===== src/sv/blx_pkg.sv =====
`timescale 1ns / 1ps
`default_nettype none
package blx_pkg;

	// Token kinds
	localparam logic [5:0] KindInvalid = 6'd0;
	localparam logic [5:0] KindEos     = 6'd1;
	localparam logic [5:0] KindRem     = 6'd11;
	localparam logic [5:0] KindLe      = 6'd27;
	localparam logic [5:0] KindNe      = 6'd28;
	localparam logic [5:0] KindLt      = 6'd29;
	localparam logic [5:0] KindGe      = 6'd30;
	localparam logic [5:0] KindGl      = 6'd31;
	localparam logic [5:0] KindGt      = 6'd32;
	localparam logic [5:0] KindEq      = 6'd33;
	localparam logic [5:0] KindPlus    = 6'd34;
	localparam logic [5:0] KindMinus   = 6'd35;
	localparam logic [5:0] KindStar    = 6'd36;
	localparam logic [5:0] KindSlash   = 6'd37;
	localparam logic [5:0] KindComma   = 6'd39;
	localparam logic [5:0] KindLparen  = 6'd40;
	localparam logic [5:0] KindRparen  = 6'd41;
	localparam logic [5:0] KindStr     = 6'd42;
	localparam logic [5:0] KindVar     = 6'd43;
	localparam logic [5:0] KindNum     = 6'd44;

	// Keyword table, in match priority order
	localparam int KwCount  = 26;
	localparam int KwMaxLen = 9;
	localparam int KwPosW   = 4;

	localparam logic [8*KwMaxLen-1:0] KwText [KwCount] = '{
		"PRINT", "IF", "THEN", "GOTO", "INPUT", "LET", "GOSUB", "RETURN", "END",
		"REM", "RANDOMIZE", "CLEAR", "LIST", "RUN", "STOP", "RND", "SIN", "COS",
		"TAN", "COT", "ATN", "EXP", "LOG", "ABS", "SQR", "MOD"
	};
	localparam logic [KwPosW-1:0] KwLen [KwCount] = '{
		4'd5, 4'd2, 4'd4, 4'd4, 4'd5, 4'd3, 4'd5, 4'd6, 4'd3,
		4'd3, 4'd9, 4'd5, 4'd4, 4'd3, 4'd4, 4'd3, 4'd3, 4'd3,
		4'd3, 4'd3, 4'd3, 4'd3, 4'd3, 4'd3, 4'd3, 4'd3
	};
	localparam logic [5:0] KwKind [KwCount] = '{
		6'd2, 6'd3, 6'd4, 6'd5, 6'd6, 6'd7, 6'd8, 6'd9, 6'd10,
		6'd11, 6'd12, 6'd13, 6'd14, 6'd15, 6'd16, 6'd17, 6'd18, 6'd19,
		6'd20, 6'd21, 6'd22, 6'd23, 6'd24, 6'd25, 6'd26, 6'd38
	};

	// Result of one keyword match step
	typedef struct packed {
		logic       any;
		logic       exact;
		logic [5:0] kind;
	} kw_res_t;

	// Character of keyword idx at position pos (pos below its length)
	function automatic logic [7:0] kw_char(input int idx, input logic [KwPosW-1:0] pos);
		int sh;
		sh = (int'(KwLen[idx]) - 1 - int'(pos)) * 8;
		if (sh < 0) begin
			return 8'h00;
		end
		return KwText[idx][sh +: 8];
	endfunction

endpackage
`default_nettype wire


===== src/sv/basic_lexer_core.sv =====
`timescale 1ns / 1ps
`default_nettype none
// Line lexer for BASIC text, one character per input request.
// Input channel: in_valid/in_ready with ch and end_of_line; end_of_line marks the
// end of the line and ch is then ignored. Output channel: out_valid/out_ready
// with kind, length, length_saturated and last; last is set on the final token
// that one input request produces. A request may produce no token at all.
// A request is taken only while the sequencer is idle. Each symbol passes
// through a lookahead buffer read and then one step of the match unit; the
// request is then closed before the sequencer returns to idle, so a new
// character is not taken before the last one is through. A failed keyword
// prefix replays up to seven buffered characters, a failed exponent up to
// two, through the same read and match steps. Tokens are held one deep so
// that last can be marked; a token reaches the output register when the
// next token is found or the request is closed, and the last token of a
// request is visible in the cycle after the closing cycle. The output
// register lets the lexer run on while a token waits; when the receiver stalls
// with both token slots full, the sequencer holds at a new token or the close.
// Reset returns the lexer to a token start with no pending token; the buffer
// contents need no clearing.
module basic_lexer_core #(
	parameter int LOOKAHEAD_DEPTH = 16,
	parameter int MAX_TOKEN_LENGTH = 255
) (
	input  logic       clk,
	input  logic       arst_n,
	input  logic       in_valid,
	output logic       in_ready,
	input  logic [7:0] ch,
	input  logic       end_of_line,
	output logic       out_valid,
	input  logic       out_ready,
	output logic [5:0] kind,
	output logic [7:0] length,
	output logic       length_saturated,
	output logic       last
);

	localparam int Aw = $clog2(LOOKAHEAD_DEPTH);
	localparam int LenCap = (MAX_TOKEN_LENGTH < 255) ? MAX_TOKEN_LENGTH : 255;
	localparam logic [Aw-1:0] PtrLast = Aw'(LOOKAHEAD_DEPTH - 1);
	localparam int Kc = blx_pkg::KwCount;

	typedef enum logic [3:0] {
		SQ_IDLE  = 4'b0001,
		SQ_READ  = 4'b0010,
		SQ_EXEC  = 4'b0100,
		SQ_FLUSH = 4'b1000
	} seq_t;

	typedef enum logic [10:0] {
		MS_START = 11'b00000000001,
		MS_KW    = 11'b00000000010,
		MS_LT    = 11'b00000000100,
		MS_GT    = 11'b00000001000,
		MS_STR   = 11'b00000010000,
		MS_REM   = 11'b00000100000,
		MS_INT   = 11'b00001000000,
		MS_FRAC  = 11'b00010000000,
		MS_E     = 11'b00100000000,
		MS_ESIGN = 11'b01000000000,
		MS_EXP   = 11'b10000000000
	} ms_t;

	seq_t seq_q;
	ms_t ms_q, ms_d;
	logic [Kc-1:0] mask_q, mask_d, kw_mask;
	logic [blx_pkg::KwPosW-1:0] n_q, n_d, kw_pos;
	logic [7:0] tl_q, tl_d;
	logic over_q, over_d, halted_q, halted_d;
	logic [Aw-1:0] rd_q, cnt_q, ts_q, ts_d, replay_ptr;
	logic [7:0] in_ch_q, rdata, s_ch;
	logic in_eol_q, s_eol, from_buf;
	logic pend_v_q, pend_over_q, out_v_q;
	logic [5:0] pend_kind_q;
	logic [7:0] pend_len_q;
	logic take, keep, emit, replay, step, out_free, out_load, mem_we;
	logic [5:0] e_kind;
	logic [7:0] e_len;
	logic e_over;
	logic [8:0] len_one;
	blx_pkg::kw_res_t kw_res;

	function automatic logic [Aw-1:0] ptr_inc(input logic [Aw-1:0] p);
		return (p == PtrLast) ? '0 : p + 1'b1;
	endfunction

	// Add to the token length, clamping at the cap; returns {over, length}
	function automatic logic [8:0] len_add(input logic [7:0] base, input logic ov,
			input logic [3:0] k);
		logic [8:0] sum;
		sum = {1'b0, base} + {5'b0, k};
		if (sum > 9'(LenCap)) begin
			return {1'b1, 8'(LenCap)};
		end
		return {ov, sum[7:0]};
	endfunction

	// Current symbol: replayed byte or the request itself
	assign from_buf = (rd_q != cnt_q);
	assign s_ch = from_buf ? rdata : in_ch_q;
	assign s_eol = from_buf ? 1'b0 : in_eol_q;

	assign kw_pos = (ms_q == MS_KW) ? n_q : '0;

	blx_kw_match u_kw (
		.mask_in  ((ms_q == MS_KW) ? mask_q : {Kc{1'b1}}),
		.pos      (kw_pos),
		.sym      (s_ch),
		.mask_out (kw_mask),
		.res      (kw_res)
	);

	blx_lbuf #(.DEPTH(LOOKAHEAD_DEPTH), .AW(Aw)) u_lbuf (
		.clk   (clk),
		.we    (mem_we),
		.waddr (rd_q),
		.wdata (s_ch),
		.raddr (rd_q),
		.rdata (rdata)
	);

	// One step of the matcher
	always_comb begin
		logic dig, plus_minus;
		dig = !s_eol && (s_ch inside {["0":"9"]});
		plus_minus = !s_eol && ((s_ch == "+") || (s_ch == "-"));
		ms_d = ms_q;
		mask_d = mask_q;
		n_d = n_q;
		tl_d = tl_q;
		over_d = over_q;
		halted_d = halted_q;
		ts_d = ts_q;
		take = 1'b0;
		keep = 1'b0;
		emit = 1'b0;
		replay = 1'b0;
		replay_ptr = ts_q;
		e_kind = blx_pkg::KindInvalid;
		e_len = 8'd0;
		e_over = 1'b0;
		len_one = len_add(tl_q, over_q, 4'd1);
		case (ms_q)
			MS_KW: begin
				if (!s_eol && kw_res.any) begin
					take = 1'b1;
					if (kw_res.exact) begin
						ms_d = MS_START;
						n_d = '0;
						tl_d = 8'd0;
						over_d = 1'b0;
						if (kw_res.kind == blx_pkg::KindRem) begin
							ms_d = MS_REM;
							tl_d = 8'd3;
						end else begin
							emit = 1'b1;
							e_kind = kw_res.kind;
							e_len = 8'(n_q) + 8'd1;
						end
					end else begin
						keep = 1'b1;
						n_d = n_q + 1'b1;
						mask_d = kw_mask;
					end
				end else begin
					emit = 1'b1;
					e_kind = blx_pkg::KindVar;
					e_len = 8'd1;
					ms_d = MS_START;
					n_d = '0;
					replay = 1'b1;
					replay_ptr = ptr_inc(ts_q);
				end
			end
			MS_LT, MS_GT: begin
				ms_d = MS_START;
				emit = 1'b1;
				if (!s_eol && (s_ch == "=")) begin
					take = 1'b1;
					e_len = 8'd2;
					e_kind = (ms_q == MS_LT) ? blx_pkg::KindLe : blx_pkg::KindGe;
				end else if (!s_eol && (ms_q == MS_LT) && (s_ch == ">")) begin
					take = 1'b1;
					e_len = 8'd2;
					e_kind = blx_pkg::KindNe;
				end else if (!s_eol && (ms_q == MS_GT) && (s_ch == "<")) begin
					take = 1'b1;
					e_len = 8'd2;
					e_kind = blx_pkg::KindGl;
				end else begin
					e_len = 8'd1;
					e_kind = (ms_q == MS_LT) ? blx_pkg::KindLt : blx_pkg::KindGt;
				end
			end
			MS_STR: begin
				if (s_eol) begin
					emit = 1'b1;
					ms_d = MS_START;
					tl_d = 8'd0;
					over_d = 1'b0;
					halted_d = 1'b1;
				end else begin
					take = 1'b1;
					{over_d, tl_d} = len_one;
					if (s_ch == "\"") begin
						emit = 1'b1;
						e_kind = blx_pkg::KindStr;
						{e_over, e_len} = len_one;
						ms_d = MS_START;
						tl_d = 8'd0;
						over_d = 1'b0;
					end
				end
			end
			MS_REM: begin
				if (s_eol) begin
					emit = 1'b1;
					e_kind = blx_pkg::KindRem;
					e_len = tl_q;
					e_over = over_q;
					ms_d = MS_START;
					tl_d = 8'd0;
					over_d = 1'b0;
				end else begin
					take = 1'b1;
					{over_d, tl_d} = len_one;
				end
			end
			MS_INT, MS_FRAC, MS_EXP: begin
				if (dig) begin
					take = 1'b1;
					{over_d, tl_d} = len_one;
				end else if (!s_eol && (ms_q == MS_INT) && (s_ch == ".")) begin
					take = 1'b1;
					{over_d, tl_d} = len_one;
					ms_d = MS_FRAC;
				end else if (!s_eol && (ms_q != MS_EXP) && ((s_ch == "e") || (s_ch == "E"))) begin
					take = 1'b1;
					keep = 1'b1;
					ts_d = rd_q;
					n_d = 4'd1;
					ms_d = MS_E;
				end else begin
					emit = 1'b1;
					e_kind = blx_pkg::KindNum;
					e_len = tl_q;
					e_over = over_q;
					ms_d = MS_START;
					tl_d = 8'd0;
					over_d = 1'b0;
				end
			end
			MS_E, MS_ESIGN: begin
				if (dig) begin
					take = 1'b1;
					{over_d, tl_d} = len_add(tl_q, over_q, n_q + 4'd1);
					n_d = '0;
					ms_d = MS_EXP;
				end else if ((ms_q == MS_E) && plus_minus) begin
					take = 1'b1;
					keep = 1'b1;
					n_d = n_q + 1'b1;
					ms_d = MS_ESIGN;
				end else begin
					emit = 1'b1;
					e_kind = blx_pkg::KindNum;
					e_len = tl_q;
					e_over = over_q;
					ms_d = MS_START;
					n_d = '0;
					tl_d = 8'd0;
					over_d = 1'b0;
					replay = 1'b1;
					replay_ptr = ts_q;
				end
			end
			default: begin
				// Token start
				ms_d = MS_START;
				n_d = '0;
				tl_d = 8'd0;
				over_d = 1'b0;
				take = 1'b1;
				if (halted_q) begin
					if (s_eol) begin
						emit = 1'b1;
						e_kind = blx_pkg::KindEos;
						halted_d = 1'b0;
					end
				end else if (s_eol) begin
					emit = 1'b1;
					e_kind = blx_pkg::KindEos;
				end else if (s_ch inside {" ", "\t", 8'h0C, "\r", "\n"}) begin
					emit = 1'b0;
				end else if (s_ch inside {["A":"Z"]}) begin
					if (kw_res.any) begin
						ms_d = MS_KW;
						n_d = 4'd1;
						mask_d = kw_mask;
						ts_d = rd_q;
						keep = 1'b1;
					end else begin
						emit = 1'b1;
						e_kind = blx_pkg::KindVar;
						e_len = 8'd1;
					end
				end else if (dig) begin
					tl_d = 8'd1;
					ms_d = MS_INT;
				end else begin
					case (s_ch)
						".": begin
							tl_d = 8'd1;
							ms_d = MS_FRAC;
						end
						"\"": begin
							tl_d = 8'd1;
							ms_d = MS_STR;
						end
						"<": ms_d = MS_LT;
						">": ms_d = MS_GT;
						"=": begin emit = 1'b1; e_kind = blx_pkg::KindEq; e_len = 8'd1; end
						"+": begin emit = 1'b1; e_kind = blx_pkg::KindPlus; e_len = 8'd1; end
						"-": begin emit = 1'b1; e_kind = blx_pkg::KindMinus; e_len = 8'd1; end
						"*": begin emit = 1'b1; e_kind = blx_pkg::KindStar; e_len = 8'd1; end
						"/": begin emit = 1'b1; e_kind = blx_pkg::KindSlash; e_len = 8'd1; end
						",": begin emit = 1'b1; e_kind = blx_pkg::KindComma; e_len = 8'd1; end
						"(": begin emit = 1'b1; e_kind = blx_pkg::KindLparen; e_len = 8'd1; end
						")": begin emit = 1'b1; e_kind = blx_pkg::KindRparen; e_len = 8'd1; end
						default: begin
							emit = 1'b1;
							e_kind = blx_pkg::KindInvalid;
							halted_d = 1'b1;
						end
					endcase
				end
			end
		endcase
	end

	// Hold the step while both token slots are full and a new token is found
	assign out_free = !out_v_q || out_ready;
	assign step = (seq_q == SQ_EXEC) && (!emit || !pend_v_q || out_free);
	assign mem_we = step && take && keep && !from_buf;
	assign out_load = (step && emit && pend_v_q)
		|| ((seq_q == SQ_FLUSH) && pend_v_q && out_free);

	// Sequencer and matcher state
	always_ff @(posedge clk or negedge arst_n) begin
		if (!arst_n) begin
			seq_q <= SQ_IDLE;
			ms_q <= MS_START;
			n_q <= '0;
			tl_q <= 8'd0;
			over_q <= 1'b0;
			halted_q <= 1'b0;
			rd_q <= '0;
			cnt_q <= '0;
			ts_q <= '0;
			pend_v_q <= 1'b0;
			out_v_q <= 1'b0;
		end else begin
			if (out_load) begin
				out_v_q <= 1'b1;
			end else if (out_ready) begin
				out_v_q <= 1'b0;
			end
			case (seq_q)
				SQ_IDLE: begin
					if (in_valid) begin
						seq_q <= SQ_READ;
					end
				end
				SQ_READ: seq_q <= SQ_EXEC;
				SQ_EXEC: begin
					if (step) begin
						ms_q <= ms_d;
						n_q <= n_d;
						tl_q <= tl_d;
						over_q <= over_d;
						halted_q <= halted_d;
						ts_q <= ts_d;
						if (emit) begin
							pend_v_q <= 1'b1;
						end
						// Advance, append or rewind the replay pointers
						if (replay) begin
							rd_q <= replay_ptr;
						end else if (take && from_buf) begin
							rd_q <= ptr_inc(rd_q);
						end else if (take && keep) begin
							rd_q <= ptr_inc(rd_q);
							cnt_q <= ptr_inc(rd_q);
						end
						seq_q <= (take && !from_buf) ? SQ_FLUSH : SQ_READ;
					end
				end
				SQ_FLUSH: begin
					if (!pend_v_q) begin
						seq_q <= SQ_IDLE;
					end else if (out_free) begin
						pend_v_q <= 1'b0;
						seq_q <= SQ_IDLE;
					end
				end
				default: seq_q <= SQ_IDLE;
			endcase
		end
	end

	// Payload registers
	always_ff @(posedge clk) begin
		if (in_valid && in_ready) begin
			in_ch_q <= ch;
			in_eol_q <= end_of_line;
		end
		if (step) begin
			mask_q <= mask_d;
		end
		if (out_load) begin
			kind <= pend_kind_q;
			length <= pend_len_q;
			length_saturated <= pend_over_q;
			last <= (seq_q == SQ_FLUSH);
		end
		if (step && emit) begin
			pend_kind_q <= e_kind;
			pend_len_q <= e_len;
			pend_over_q <= e_over;
		end
	end

	assign in_ready = (seq_q == SQ_IDLE);
	assign out_valid = out_v_q;

	a_idle_drained: assert property (@(posedge clk) disable iff (!arst_n)
		(seq_q == SQ_IDLE) |-> (!pend_v_q && (rd_q == cnt_q)))
		else $error("idle with pending token or unreplayed bytes");

	a_prefix_bound: assert property (@(posedge clk) disable iff (!arst_n)
		n_q <= 4'(blx_pkg::KwMaxLen))
		else $error("buffered prefix too long");

	a_halt_at_start: assert property (@(posedge clk) disable iff (!arst_n)
		halted_q |-> (ms_q == MS_START))
		else $error("halted while inside a token");

	a_flush_last: assert property (@(posedge clk) disable iff (!arst_n)
		((seq_q == SQ_FLUSH) && pend_v_q && out_free) |=> (out_v_q && last))
		else $error("closing token not marked last");

endmodule
`default_nettype wire


===== src/sv/blx_kw_match.sv =====
`timescale 1ns / 1ps
`default_nettype none
module blx_kw_match (
	input  logic [blx_pkg::KwCount-1:0] mask_in,
	input  logic [blx_pkg::KwPosW-1:0]  pos,
	input  logic [7:0]                  sym,
	output logic [blx_pkg::KwCount-1:0] mask_out,
	output blx_pkg::kw_res_t            res
);

	// Narrow the candidate set by one character; lowest index wins an exact hit
	always_comb begin
		logic [blx_pkg::KwCount-1:0] m;
		m = '0;
		res = '0;
		for (int i = blx_pkg::KwCount - 1; i >= 0; i--) begin
			m[i] = mask_in[i] && (blx_pkg::KwLen[i] > pos) && (blx_pkg::kw_char(i, pos) == sym);
			if (m[i] && (blx_pkg::KwLen[i] == pos + 4'd1)) begin
				res.exact = 1'b1;
				res.kind = blx_pkg::KwKind[i];
			end
		end
		res.any = |m;
		mask_out = m;
	end

endmodule
`default_nettype wire


===== src/sv/blx_lbuf.sv =====
`timescale 1ns / 1ps
`default_nettype none
module blx_lbuf #(
	parameter int DEPTH = 16,
	parameter int AW = 4
) (
	input  logic          clk,
	input  logic          we,
	input  logic [AW-1:0] waddr,
	input  logic [7:0]    wdata,
	input  logic [AW-1:0] raddr,
	output logic [7:0]    rdata
);

	logic [7:0] mem_q [DEPTH];

	// Write one byte, read one byte registered
	always_ff @(posedge clk) begin
		if (we) begin
			mem_q[waddr] <= wdata;
		end
		rdata <= mem_q[raddr];
	end

endmodule
`default_nettype wire

===== config.mk =====
export PLATFORM = sky130hd
export DESIGN_NAME = basic_lexer_core
export DESIGN_NICKNAME = d
export VERILOG_FILES = /design/src/sv/blx_pkg.sv /design/src/sv/basic_lexer_core.sv /design/src/sv/blx_kw_match.sv /design/src/sv/blx_lbuf.sv
export SDC_FILE = /design/constraint.sdc
export NUM_CORES = 1
export LEC_CHECK = 0
export BUFFER_PORTS_ARGS = -buffer_cell sky130_fd_sc_hd__buf_2
export CAP_MARGIN = 20
export CORE_ASPECT_RATIO = 0.7
export CORE_MARGIN = 2
export CORE_UTILIZATION = 45
export DETAILED_ROUTE_END_ITERATION = 8
export PLACE_DENSITY = 0.7
export SYNTH_ARGS = -nofsm -noshare
export SYNTH_HDL_FRONTEND = slang
export SYNTH_SLANG_ARGS = --single-unit

===== constraint.sdc =====
create_clock -name clk -period 7.4 [get_ports clk]
set_input_delay 1.11 -clock clk [delete_from_list [all_inputs] [get_ports clk]]
set_output_delay 1.11 -clock clk [all_outputs]
set_load 0.01 [all_outputs]

==> metrics.cfg, run 1 <==
[routing]
dr.pass1.iters=5
routed_wl_um=58100
vias=14400
viasPerCell=6.78
drt_iter0_drc=2189
route.detailed.drc=0
antenna_left=0
avgRoutedWirePerCell_um=27.3

[job]
drv_cap=0

[setup_path]
cp_data_arrival_time_ns=7.52
r2r_cells=19
end_kind=register
critPathMostFrequentCell=a211oi_1
r2r_slack_ns=0.14
crit_fanout=16
timing.rr.end=length[5]
crit_slowest_cell=a211oi_1
path_class=reg -> reg
worstPathCellList=nor4_2 > nand4_1 > ha_1 > nor4b_1 > and4_1 > and3_1 > xnor2_1 > a211oi_1 > o21ai_0 > o32a_1 > and4b_1 > a211oi_1 > nor3_1 > a21o_1 > buf_4 > a211oi_1 > o21ai_0 > nor2_1 > buf_4
critical_path_required_ns=7.66
max_stage_delay_ns=0.67
start_kind=register
reg2reg_from=ms_q[10]

[run_status]
status=finished clean

[global_routing]
antenna_found_initial=1
grt_pass1_vias=13200
overflow=0
grt_max_degree=44
grt_use_total=0.313
grt_pass1_wl_um=86300

[synthesis]
synth_top_family_by_area=simple AND/OR/NAND/NOR gates
synth_xor_area_frac=0.0255
synth.area.top_cells=edfxtp_1 (37%), dfrtp_1 (6.5%), mux4_2 (5.8%)
synth_cells=1549
ys_seq_elements=245
ys_seq_area_frac=0.447
synth_area_leader_cell=edfxtp_1
syn-num-nets=1593
synth-adder-area-share=0.0250
synth_edf_count=194
syn_area_mm2=0.0158
synth_top_area_share=0.369
synthFlopType=edfxtp_1
yosysWarnings=0
muxShareOfSynthArea=0.0966
synth_cell_types=98
synth-async-reset-ratio=0.176
synth-compound-area-share=0.169
avgSynthCellArea_um2=10.2
synthSimpleGateAreaFrac=0.200

[sta]
max_freq_mhz=138
setup_viol=0
fin_crit_ns=7.26
tns_ns=0
worstMarginPinSlew_ns=1.22
finalHoldViolations=0
fin_crit_sh=0.981
finClkSkew_ns=0.0215
slew_viol_final=0
max_slew_margin=0.179
rsz0062_at_grt=false

[clock_tree]
htreeDepth=1
tritoncts=yes
cts.path.max_buffers=3
clock_sinks=245
clock_latency_ns=0.57
cts_inserted_buffers=25
cts_setup_buffers=0
cts_root_buffer=clkbuf_16
cts.clk_slew.worst_paths_ns=0.08
ctsHoldBuffers=0

[floorplanning]
die_y_um=161
core_area_mm2=0.0347
num_rows=57
dieArea_mm2=0.0367
initial_utilization=0.456
io_pins=31
die_w_um=228

[place]
gp_congestion=1.05
place_hpwl_um=43100
portBuffers=30

[worst_hold_path]
min_from=pend_len_q[4]
hold_end=length[4]
whs_path_depth=0
holdCritPathClass=reg -> reg

[cells_and_area]
multiInputGateArea_mm2=0.00820
layout.nets=1681
register_area_mm2=0.00707
drive_gt1_frac=0.183
n_antenna_cell=0
areaGrowthSynthToFinish_pct=13.9
fillers=3130

[power]
leakage_nw=6.69
ir_drop_mv=0.341
finalPower_mw=6.45
p_per_area_mw_per_mm2=358

-- report_power, final --
group / switching, mW / leakage (nW) / internal [mW]
registers: 0.164 / 2.34 / 1.70
logic: 2.18 / 3.94 / 1.09
clock network: 0.580 / 0.404 / 0.739
total: 2.92 / 6.69 / 3.53
-- metal layers --
layer  track usage  routed length (um)
met1         0.485               25300
met2         0.400               21900
met3         0.126                9530
met4        0.0680                1310
met5             0                   0
-- critical path: cells and delay by family, from the launching register on --
kind                     cells  cell delay, ns
buffers and inverters        2            0.39
flip-flops                   1            0.44
AO/OA/AOI/OAI                7            2.32
adder cells (fa/ha/maj)      1            0.64
XOR/XNOR                     1            0.25
AND/OR/NAND/NOR              8            2.86
-- stage by stage --
step | hold WS [ns] | setup slack (ns) | area [um2] | instances | util
after detailed placement | 0.406 | 0.414 | 17100 | 2080 | 0.494
after CTS | 0.422 | 0.395 | 18000 | 2126 | 0.519
after floorplan | 0.400 | 0.387 | 15800 | 1549 | -
after global routing | 0.430 | 0.00987 | 18000 | 2128 | 0.520
final | 0.418 | 0.141 | 18000 | 2128 | 0.520
after global placement | 0.405 | 0.485 | 17100 | 2080 | 0.494
-- cell usage after synthesis (27+ instances only) --
cell / number
a21oi_1: 77
and3_1: 32
clkbuf_1: 66
dfrtp_1: 41
edfxtp_1: 194
ha_1: 30
inv_1: 37
mux4_2: 41
nand2_1: 119
nand2b_1: 27
nand3_1: 45
nand4_1: 32
nor2_1: 132
nor3_1: 64
nor4_1: 30
o21ai_0: 71
xnor2_1: 37
-- sequential cells by signal, indices dropped and copies added, names as in the netlist, 4 cells and up --
register      count
pend_kind_q       6
ms_q             11
cnt_q             4
mask_q           26
seq_q             4
length            8
u_lbuf.rdata      8
tl_q              8
u_lbuf.mem_q    128
pend_len_q        8
in_ch_q           8
ts_q              4
kind              6
n_q               4
rd_q              4
-- cells in the final DEF, fill, tap and decap left out, types with 37 or more instances in the layout --
master,n
a21oi_1,76
inv_1,37
mux4_2,41
edfxtp_1,194
dfrtp_1,40
nor3_1,63
buf_4,128
nand2_1,119
nand3_1,45
o21ai_0,71
nor2_1,132
xnor2_1,37
-- repair_timing --
item / in CTS / in global routing
hold endpoints to repair: 0 / 0
resized for setup: 0 / 1
endpoints found under the setup margin: 0 / 8
-- area by class of cell --
| class | instances | share of cell area |
|---|---|---|
| Timing Repair Buffer | 160 | 0.0639 |
| Clock inverter | 18 | 0.0115 |
| Sequential cell | 245 | 0.392 |
| Inverter | 43 | 0.00896 |
| Clock buffer | 28 | 0.0354 |
| Tap cell | 472 | 0.0328 |
| Multi-Input combinational cell | 1162 | 0.455 |
-- worst max path at each step --
stage	from	to	slack, ns	depth (start not counted)
2_1_floorplan	ms_q[7]	kind[0]	0.39	21
3_3_place_gp	ms_q[7]	u_lbuf.mem_q[15][3]	0.48	17
3_5_place_dp	ms_q[7]	tl_q[7]	0.41	19
4_1_cts	ms_q[10]	tl_q[7]	0.39	19
5_1_grt	ms_q[10]	length_saturated	0.01	18
6_report	ms_q[10]	length[5]	0.14	19
-- kinds of logic after synthesis --
family          Yosys count
compound gates          387
xor+xnor                 46
fa+ha+maj                31
buf+inv                 142
flops                   245
mux                      94
simple gates            604
Note: power is estimated with default switching activity, not from simulation.
==> run 2, diff against run 1 <==
Settings changed: CORE_MARGIN 2 to 5, SETUP_SLACK_MARGIN set to 0.5.
==> run 2 against run 1 <==
Count of clock-buffer cells in the layout is 5 higher. Routed wire length shrank 3.3%. Clock power is 4% higher. Power is 0.43% higher. Sequential share of layout area decreased by 0.56 points. Largest power group unchanged.
==> metrics.cfg, run 2 (synthesized netlist as in run 1, its figures left out) <==
[routing]
antenna_left=0
vias=14300
avgRoutedWirePerCell_um=26.2
drt_iter0_drc=1876
route.detailed.drc=0
dr.pass1.iters=9
routed_wl_um=56100
viasPerCell=6.68

[sta]
fin_crit_sh=0.918
slew_viol_final=0
rsz0062_at_grt=false
tns_ns=0
finalHoldViolations=0
finClkSkew_ns=0.0132
setup_viol=0
max_slew_margin=0.253
worstMarginPinSlew_ns=1.09
max_freq_mhz=147
fin_crit_ns=6.80

[setup_path]
end_kind=register
crit_fanout=9
r2r_slack_ns=0.60
critical_path_required_ns=7.84
path_class=reg -> reg
cp_data_arrival_time_ns=7.24
start_kind=register

[cells_and_area]
top_regs=u_lbuf.mem_q x128, mask_q x26, ms_q x11
areaGrowthSynthToFinish_pct=15.6
layout.nets=1692
multiInputGateArea_mm2=0.00828
register_area_mm2=0.00707
mostFrequentLayoutCells=edfxtp_1 (194), buf_4 (136), nor2_1 (131), nand2_1 (119), a21oi_1 (76)
final_common_cell=edfxtp_1
drive_gt1_frac=0.196
largest_reg_flops=128
n_antenna_cell=0
fillers=3097
largest-register=u_lbuf.mem_q

[global_routing]
grt_max_degree=44
overflow=0
antenna_found_initial=1
grt_use_total=0.282
grt_pass1_vias=13300
grt_pass1_wl_um=84200

[clock_tree]
cts.path.max_buffers=3
ctsHoldBuffers=0
cts.clk_slew.worst_paths_ns=0.07
htreeDepth=1
cts_root_buffer=clkbuf_16
clock_sinks=245
tritoncts=yes
cts_inserted_buffers=25
clock_latency_ns=0.56

[power]
finalPower_mw=6.48
ir_drop_mv=0.216
p_per_area_mw_per_mm2=355
leakage_nw=6.82

[place]
gp_congestion=1.06
portBuffers=30
place_hpwl_um=41600

[floorplanning]
die_w_um=234
initial_utilization=0.456
die_y_um=167
num_rows=57
core_area_mm2=0.0347
io_pins=31
dieArea_mm2=0.0390

[worst_hold_path]
holdCritPathClass=in -> async

[run_status]
status=finished clean

[job]
drv_cap=0

[run 2: changes by cell type in the layout (fill, tap and decap cells not counted), moves of 3 or more]
cell / change
clkinv_2: -4
clkbuf_16: +3
buf_4: +8
inv_6: +3
nor4_1: -3
buf_12: +3
[run 2: final cells by class]
cell class,count,area share
Inverter,43,0.00883
Sequential cell,245,0.387
Timing Repair Buffer,171,0.0696
Multi-Input combinational cell,1162,0.453
Clock inverter,13,0.00883
Clock buffer,33,0.0405
Tap cell,472,0.0323
[run 2: timing repair]
action | in CTS | in global routing
gates resized for setup | 3 | 13
setup buffers | 0 | 1
endpoints found under the setup margin | 27 | 193
gates cloned | 0 | 0
pin swaps | 0 | 2
[run 2: path summary, 6_finish.rpt]
kind	start	end	cells after the start
max in group asynchronous	arst_n	ms_q[0]	2
worst max register to register	ms_q[7]	ms_q[7]	20
worst max-delay path	ms_q[7]	ms_q[7]	20
worst min-delay path	arst_n	ms_q[8]	1
worst min register to register	pend_len_q[3]	length[3]	0
min in group clk	pend_len_q[3]	length[3]	0
[run 2: report_power, final]
part | internal, mW | switching, mW | total, mW | leakage, nW
logic | 1.11 | 2.14 | 3.24 | 4.04
registers | 1.70 | 0.165 | 1.87 | 2.35
clock network | 0.791 | 0.579 | 1.37 | 0.440
[run 2: metrics by stage]
stage	hold WS, ns	instance area [um2]	utilization	worst slack, ns	std cells
3_5_place_dp	0.405	17200	0.498	0.345	2091
3_3_place_gp	0.407	17200	0.498	0.380	2091
2_1_floorplan	0.400	15800	-	0.621	1549
5_1_grt	0.358	18300	0.527	0.481	2139
6_report	0.371	18300	0.527	0.604	2139
4_1_cts	0.419	18200	0.524	0.573	2137
[run 2: worst max-delay path: stages (launching register included)]
cell       delay, ns
dfrtp_1         0.47
or4_1           0.61
or4_4           0.58
ha_1            0.29
buf_4           0.18
o21a_1          0.20
o31a_1          0.39
or4_1           0.54
o2111ai_1       0.17
nor4_1          0.14
or4_4           0.55
or4_4           0.53
or4_1           0.60
a21oi_2         0.15
o32ai_1         0.09
buf_4           0.17
a211oi_4        0.22
buf_4           0.21
nor4b_2         0.07
buf_4           0.21
mux2_4          0.30
[run 2: per-layer routing]
layer	GRT usage	wire length, um
met3	0.124	9130
met2	0.355	21100
met4	0.0681	1560
met5	0	13
met1	0.437	24400
